===== src/rtl/mmu_pkg.sv =====
package mmu_pkg;

    localparam int MAX_DIM_DEF      = 8;
    localparam int ELEMENT_BITS_DEF = 16;

    localparam int PRODUCT_W  = 35;
    localparam int OUT_IDX_W  = 3;
    localparam int CFG_IDX_W  = 2;
    localparam int CFG_DATA_W = 4;

    localparam logic [CFG_DATA_W-1:0] DIM_RESET = CFG_DATA_W'(8);

    typedef enum logic [CFG_IDX_W-1:0] {
        CFG_ROWS_A    = 2'd0,
        CFG_INNER_DIM = 2'd1,
        CFG_COLS_B    = 2'd2
    } cfg_reg_t;

    // 0 acts as 1, anything above the limit acts as the limit
    function automatic logic [CFG_DATA_W-1:0] clamp_dim(
        input logic [CFG_DATA_W-1:0] v,
        input logic [CFG_DATA_W-1:0] max_v
    );
        logic [CFG_DATA_W-1:0] res;
        begin
            if (v == '0)
            begin
                res = CFG_DATA_W'(1);
            end
            else if (v > max_v)
            begin
                res = max_v;
            end
            else
            begin
                res = v;
            end
            return res;
        end
    endfunction

endpackage


===== src/rtl/matrix_multiply_unit.sv =====
// Channel   Handshake                  Payload
// --------  -------------------------  ---------------------------------------------
// element   start, busy                element_value
// result    result_valid (strobe)      product_value, out_row, out_col, last_of_run
// config    cfg_valid, cfg_ready       cfg_index, cfg_data
//
// Loading takes one element per accepted start; busy stays low while A and B are loaded.
// The item that completes B raises busy; one MAC then steps over every r, c and k,
// one store read pair per cycle, and the last result passes the read, multiply and
// accumulate registers before it is strobed. busy falls at the end of that strobe;
// cfg_ready is low while busy. Reset sets the sizes to 8 and clears the load count;
// the stores are not cleared. Results are strobed for one cycle; the receiver cannot stall.
module matrix_multiply_unit #(
    parameter int MAX_DIM      = mmu_pkg::MAX_DIM_DEF,
    parameter int ELEMENT_BITS = mmu_pkg::ELEMENT_BITS_DEF
) (
    input  logic                                 clk,
    input  logic                                 rst_n,
    input  logic                                 start,
    output logic                                 busy,
    input  logic signed [ELEMENT_BITS-1:0]       element_value,
    output logic                                 result_valid,
    output logic signed [mmu_pkg::PRODUCT_W-1:0] product_value,
    output logic [mmu_pkg::OUT_IDX_W-1:0]        out_row,
    output logic [mmu_pkg::OUT_IDX_W-1:0]        out_col,
    output logic                                 last_of_run,
    input  logic                                 cfg_valid,
    output logic                                 cfg_ready,
    input  logic [mmu_pkg::CFG_IDX_W-1:0]        cfg_index,
    input  logic [mmu_pkg::CFG_DATA_W-1:0]       cfg_data
);
    import mmu_pkg::*;

    localparam int DEPTH  = MAX_DIM * MAX_DIM;
    localparam int AW     = $clog2(DEPTH);
    localparam int IDX_W  = $clog2(MAX_DIM);
    localparam int CNT_W  = $clog2(2 * DEPTH + 1);
    localparam int PROD_W = 2 * ELEMENT_BITS;
    localparam int EXT_W  = (PROD_W > PRODUCT_W) ? PROD_W : PRODUCT_W;

    typedef enum logic [1:0] {
        ST_IDLE,
        ST_RUN,
        ST_DRAIN
    } state_t;

    typedef struct packed {
        logic             first;
        logic             last_k;
        logic             last_el;
        logic [IDX_W-1:0] row;
        logic [IDX_W-1:0] col;
    } tag_t;

    logic signed [ELEMENT_BITS-1:0] a_store [DEPTH];
    logic signed [ELEMENT_BITS-1:0] b_store [DEPTH];

    state_t state_reg, state_next;
    logic [CNT_W-1:0] load_count_reg, load_count_next;
    logic [CFG_DATA_W-1:0] rows_reg, inner_reg, cols_reg;
    logic [IDX_W-1:0] r_reg, r_next, c_reg, c_next, k_reg, k_next;
    logic [AW-1:0] a_base_reg, a_base_next, b_ptr_reg, b_ptr_next;

    logic s1_valid_reg, s2_valid_reg;
    tag_t s0_tag, s1_tag_reg, s2_tag_reg;
    logic signed [ELEMENT_BITS-1:0] a_rd_reg, b_rd_reg;
    logic signed [PROD_W-1:0] prod_reg;
    logic [PRODUCT_W-1:0] acc_reg, acc_next;

    logic result_valid_reg;
    logic [PRODUCT_W-1:0] product_value_reg;
    logic [OUT_IDX_W-1:0] out_row_reg, out_col_reg;
    logic last_reg;

    logic [CFG_DATA_W-1:0] nr, nk, nc;
    logic [CNT_W-1:0] na, nb, total, b_index;
    logic accept, issue, a_we, b_we;
    logic [AW-1:0] a_wr_addr, b_wr_addr, a_rd_addr;
    logic last_r, last_c, last_k;
    logic signed [EXT_W-1:0] prod_ext;

    assign nr = clamp_dim(rows_reg, CFG_DATA_W'(MAX_DIM));
    assign nk = clamp_dim(inner_reg, CFG_DATA_W'(MAX_DIM));
    assign nc = clamp_dim(cols_reg, CFG_DATA_W'(MAX_DIM));
    assign na = CNT_W'(nr) * CNT_W'(nk);
    assign nb = CNT_W'(nk) * CNT_W'(nc);
    assign total = na + nb;

    assign accept    = start && (state_reg == ST_IDLE);
    assign b_index   = load_count_reg - na;
    assign a_we      = accept && (load_count_reg < na);
    assign b_we      = accept && (load_count_reg >= na) && (b_index < nb);
    assign a_wr_addr = load_count_reg[AW-1:0];
    assign b_wr_addr = b_index[AW-1:0];

    assign issue     = (state_reg == ST_RUN);
    assign a_rd_addr = a_base_reg + AW'(k_reg);
    assign last_r    = (CFG_DATA_W'(r_reg) + 1'b1) == nr;
    assign last_c    = (CFG_DATA_W'(c_reg) + 1'b1) == nc;
    assign last_k    = (CFG_DATA_W'(k_reg) + 1'b1) == nk;

    assign s0_tag.first   = (k_reg == '0);
    assign s0_tag.last_k  = last_k;
    assign s0_tag.last_el = last_r && last_c && last_k;
    assign s0_tag.row     = r_reg;
    assign s0_tag.col     = c_reg;

    assign prod_ext = EXT_W'(prod_reg);
    assign acc_next = (s2_tag_reg.first ? '0 : acc_reg) + prod_ext[PRODUCT_W-1:0];

    always_ff @(posedge clk)
    begin
        if (a_we)
        begin
            a_store[a_wr_addr] <= element_value;
        end
        if (b_we)
        begin
            b_store[b_wr_addr] <= element_value;
        end
        a_rd_reg <= a_store[a_rd_addr];
        b_rd_reg <= b_store[b_ptr_reg];
    end

    always_comb
    begin
        state_next      = state_reg;
        load_count_next = load_count_reg;
        r_next          = r_reg;
        c_next          = c_reg;
        k_next          = k_reg;
        a_base_next     = a_base_reg;
        b_ptr_next      = b_ptr_reg;
        case (state_reg)
            ST_IDLE:
            begin
                if (accept)
                begin
                    load_count_next = load_count_reg + 1'b1;
                    if (load_count_next >= total)
                    begin
                        load_count_next = '0;
                        state_next      = ST_RUN;
                        r_next          = '0;
                        c_next          = '0;
                        k_next          = '0;
                        a_base_next     = '0;
                        b_ptr_next      = '0;
                    end
                end
            end
            ST_RUN:
            begin
                if (last_k)
                begin
                    k_next = '0;
                    if (last_c)
                    begin
                        c_next      = '0;
                        b_ptr_next  = '0;
                        r_next      = r_reg + 1'b1;
                        a_base_next = a_base_reg + AW'(nk);
                        if (last_r)
                        begin
                            state_next = ST_DRAIN;
                        end
                    end
                    else
                    begin
                        c_next     = c_reg + 1'b1;
                        b_ptr_next = AW'(c_reg) + 1'b1;
                    end
                end
                else
                begin
                    k_next     = k_reg + 1'b1;
                    b_ptr_next = b_ptr_reg + AW'(nc);
                end
            end
            ST_DRAIN:
            begin
                if (!s1_valid_reg && !s2_valid_reg)
                begin
                    state_next = ST_IDLE;
                end
            end
            default:
            begin
                state_next = ST_IDLE;
            end
        endcase
    end

    always_ff @(posedge clk or negedge rst_n)
    begin
        if (!rst_n)
        begin
            state_reg        <= ST_IDLE;
            load_count_reg   <= '0;
            rows_reg         <= DIM_RESET;
            inner_reg        <= DIM_RESET;
            cols_reg         <= DIM_RESET;
            r_reg            <= '0;
            c_reg            <= '0;
            k_reg            <= '0;
            a_base_reg       <= '0;
            b_ptr_reg        <= '0;
            s1_valid_reg     <= 1'b0;
            s2_valid_reg     <= 1'b0;
            result_valid_reg <= 1'b0;
        end
        else
        begin
            state_reg        <= state_next;
            load_count_reg   <= load_count_next;
            r_reg            <= r_next;
            c_reg            <= c_next;
            k_reg            <= k_next;
            a_base_reg       <= a_base_next;
            b_ptr_reg        <= b_ptr_next;
            s1_valid_reg     <= issue;
            s2_valid_reg     <= s1_valid_reg;
            result_valid_reg <= s2_valid_reg && s2_tag_reg.last_k;
            if (cfg_valid && cfg_ready)
            begin
                case (cfg_index)
                    CFG_ROWS_A:    rows_reg  <= cfg_data;
                    CFG_INNER_DIM: inner_reg <= cfg_data;
                    CFG_COLS_B:    cols_reg  <= cfg_data;
                    default:       ;
                endcase
            end
        end
    end

    // datapath: read, multiply, accumulate
    always_ff @(posedge clk)
    begin
        s1_tag_reg <= s0_tag;
        s2_tag_reg <= s1_tag_reg;
        prod_reg   <= a_rd_reg * b_rd_reg;
        if (s2_valid_reg)
        begin
            acc_reg <= acc_next;
        end
        if (s2_valid_reg && s2_tag_reg.last_k)
        begin
            product_value_reg <= acc_next;
            out_row_reg       <= OUT_IDX_W'(s2_tag_reg.row);
            out_col_reg       <= OUT_IDX_W'(s2_tag_reg.col);
            last_reg          <= s2_tag_reg.last_el;
        end
    end

    assign busy          = (state_reg != ST_IDLE);
    assign cfg_ready     = (state_reg == ST_IDLE);
    assign result_valid  = result_valid_reg;
    assign product_value = product_value_reg;
    assign out_row       = out_row_reg;
    assign out_col       = out_col_reg;
    assign last_of_run   = result_valid_reg && last_reg;

`ifndef SYNTHESIS
    a_result_in_run: assert property (@(posedge clk) disable iff (!rst_n)
        result_valid |-> busy)
        else $error("result strobe outside a run");

    a_last_ends_run: assert property (@(posedge clk) disable iff (!rst_n)
        last_of_run |=> !result_valid)
        else $error("result after final element");

    a_run_needs_item: assert property (@(posedge clk) disable iff (!rst_n)
        $rose(busy) |-> $past(start))
        else $error("run started without an item");
`endif

endmodule


===== config.mk =====
export PLATFORM = sky130hd
export DESIGN_NAME = matrix_multiply_unit
export DESIGN_NICKNAME = d
export VERILOG_FILES = /design/src/rtl/mmu_pkg.sv /design/src/rtl/matrix_multiply_unit.sv
export SDC_FILE = /design/constraint.sdc
export NUM_CORES = 2
export LEC_CHECK = 0
export BUFFER_PORTS_ARGS = -buffer_cell sky130_fd_sc_hd__clkbuf_2
export CAP_MARGIN = 20
export CORE_MARGIN = 2
export CORE_UTILIZATION = 50
export CTS_CLUSTER_SIZE = 28
export DETAILED_ROUTE_END_ITERATION = 10
export HOLD_SLACK_MARGIN = 0.02
export PLACE_DENSITY = 0.73
export REMOVE_ABC_BUFFERS = 1
export SYNTH_ARGS = -nofsm -noshare
export SYNTH_HDL_FRONTEND = slang
export SYNTH_SLANG_ARGS = --single-unit

===== constraint.sdc =====
create_clock -name clk -period 14.6 [get_ports clk]
set_input_delay 0.73 -clock clk [delete_from_list [all_inputs] [get_ports clk]]
set_output_delay 0.73 -clock clk [all_outputs]
set_load 0.02 [all_outputs]

==> metrics.yaml <==
run_status:
  status: "finished clean"
yosys:
  synth_cell_types: 74
  synth-seq-cells: 2253
  synthAdderAreaFrac_pct: 7.969
  synth_area_leader_cell: "edfxtp_1"
  synth-xor-area-share_pct: 0.9680
  synth.cell_area_mm2: 0.09836
  synth_top_family_by_area: "multiplexers"
  synthesis.instances: 5081
  avgSynthCellArea_um2: 19.36
  yosysMostFrequentCell: "edfxtp_1"
  synth-async-reset-ratio_pct: 2.042
  synth_compound_area_share_pct: 1.912
  ys.warnings.count: 0
  synth_area_leaders: "edfxtp_1 (65%), mux4_2 (15%), fa_1 (5.6%), ha_1 (2.3%), dfxtp_1 (1.7%)"
  ys.flop_type: "edfxtp_1"
  synth-simple-area-share_pct: 3.597
  yosysSeqAreaShare_pct: 67.72
  synth_edf_count: 2125
  synthTopCellsByCount: "edfxtp_1 (2125), mux4_2 (672), inv_1 (347)"
  synthMuxAreaShare_pct: 15.60
  synth_top_area_share_pct: 64.87
die:
  core_area_mm2: 0.1952
  io_pins: 71
  start_util_pct: 50.39
  rows: 162
  die-width_um: 447.5
  dieArea_mm2: 0.2003
  die_h_um: 447.5
cts:
  cts_root_buffer: "clkbuf_16"
  cts_resized: 0
  htreeDepth: 4
  cts_made_buffers: 207
  clkLatencyLatePin_ps: 860
  clock_sinks: 2253
  cts.reportedPaths.clkPinSlew_ps: 60
  clockBufferDepth: 3
  cts_tree: "yes"
timing:
  holdWs_ps: 176.3
  min_period_ps: 7558
  finalCritPeriodShare_pct: 51.77
  max-slew-margin-rel_pct: 10.71
  drv_slew: 0
  fin_setup_tns_ps: 0
  rsz0062_at_grt: "false"
  tightest_slew_ps: 1339
  timing.final.ws_setup_ps: 7042
  max_clock_freq_mhz: 132.3
  clock_skew_ps: 25.89
  hold_viol: 0
  finalSetupViolations: 0
worst_setup_path:
  rrSetupSlack_ps: 7040
  r2r-end: "b_store[30][8]$_DFFE_PP_"
  startpoint_type: "register"
  worstPathMaxFanout: 9
  crit_end: "b_store[30][8]$_DFFE_PP_"
  worstPathArrival_ps: 8100
  startpoint: "inner_reg[1]$_DFFE_PN0P_"
  crit_required_ps: 15140
  critical_path_class: "reg -> reg"
  r2r-start: "inner_reg[1]$_DFFE_PN0P_"
  r2r_cells: 21
  worstSetupEndpointType: "register"
finish:
  layout-area-overhead-vs-synth_pct: 11.51
  nets: 5810
  drive_above_1_share_pct: 23.51
  reg_top3: "a_store (1024), b_store (1024)"
detailed_routing:
  first_pass_iters: 5
  viasPerCell: 6.013
  drt_iter0_markers: 6090
  wl_per_cell_um: 27.80
  drcViolationCount: 0
  vias: 48869
  ant_nets: 0
  drt_wl_total_um: 225900
global_route:
  grt_max_degree: 149
  grt_overflow_total: 0
  antenna_found_initial: 17
  grt_pass1_vias: 49317
  grt_pass1_wl_um: 333800
  gr-usage-all-layers_pct: 22.88
place:
  port_buffers: 70
  hpwl_um: 139300
  routabilityCongestion: 0.8979
  dp_slack_ps: 7258
hold_path:
  whs_path_depth: 2
  hold_class: "in -> reg"
run:
  cap_violations: 0
-- cells in the final DEF, fill, tap and decap left out, drive strengths merged, types with 13 or more instances in the layout --
cell type  synthesis  final
a21oi             72     72
o21bai            19     19
clkinv             1     82
edfxtp          2125   2125
a21o              43     43
xor2              25     25
dfxtp             82     82
nor2b             52     52
ha               184    184
nand2b            31     31
mux4             672    672
dfrtp             43     43
nor2             185    185
nor3              50     50
mux2              13     13
xnor2             81     81
buf               93    191
bufinv             0     23
o21ai             57     57
nand3             35     35
clkbuf           119    317
nand2            191    191
inv              348    354
and2             142    142
fa               276    276
-- cell families (layout without fill, tap and decap cells) --
kind of cell | count (synthesis) | in the layout
DFF | 2253 | 2253
and+or+nand+nor | 729 | 729
muxes | 691 | 691
buffers and inverters | 561 | 976
adders and majority gates | 461 | 461
AOI/OAI and AO/OA | 279 | 279
xor gates and xnor gates | 107 | 107
other | 0 | 7
-- through the flow --
stage               std cells  area, um2  util [%]
finish                   8127     109700     56.19
global route             8127     109700     56.19
detailed placement       7731     102700     52.64
floorplan                4869      97470         -
global placement         7720     102600     52.57
CTS                      8113     109500     56.11
-- layer usage --
metal | track usage (%) | part of all wire, % | vias to the layer above | routed length (um)
met5 | 0 | 0.045 | - | 101
met4 | 6.821 | 2.7 | 14 | 6156
met3 | 4.266 | 9.6 | 356 | 21640
met2 | 35.16 | 47 | 2431 | 106100
met1 | 33.67 | 41 | 25714 | 91950
li1 | - | - | 20354 | -
-- area by class of cell --
cell class	count	area (um2)
Antenna cell	7	17.52
Clock buffer	263	5505
Clock inverter	118	1272
Fill cell	14199	85510
Inverter	349	1310
Multi-Input combinational cell	2267	29780
Sequential cell	2253	66620
Tap cell	2624	3283
Timing Repair Buffer	246	1893
-- timing repair --
action,4_1_cts,5_1_grt
hold buffers,1,0
hold endpoints to repair,27,0
setup buffers,0,0
-- worst max-delay path: stages (launching register included) --
cell,delay (ps)
dfrtp_1,390
nor2b_1,360
inv_1,220
or2_2,360
fa_1,530
inv_1,50
fa_1,520
inv_1,70
fa_1,490
ha_1,360
a221oi_1,330
nor2_1,110
xnor2_1,340
inv_1,170
ha_1,330
a21o_1,180
a21o_1,170
a211o_1,350
nor2_1,120
nand3_1,670
nor2_1,800
buf_4,320
-- worst min-delay path by stage --
stage	start	end	slack (ps)
2_1_floorplan	s1_tag_reg[0]$_DFF_P_	s2_tag_reg[0]$_DFF_P_	310
4_1_cts	cfg_data[1]	rows_reg[1]$_DFFE_PN0P_	120
3_5_place_dp	s1_tag_reg[4]$_DFF_P_	s2_tag_reg[4]$_DFF_P_	310
3_3_place_gp	s1_tag_reg[3]$_DFF_P_	s2_tag_reg[3]$_DFF_P_	310
6_report	cfg_data[1]	rows_reg[1]$_DFFE_PN0P_	180
5_1_grt	cfg_data[0]	inner_reg[0]$_DFFE_PN0P_	140
Power is not shown: default switching activity piles up to over one toggle a cycle in this logic, so the estimate is an artifact.
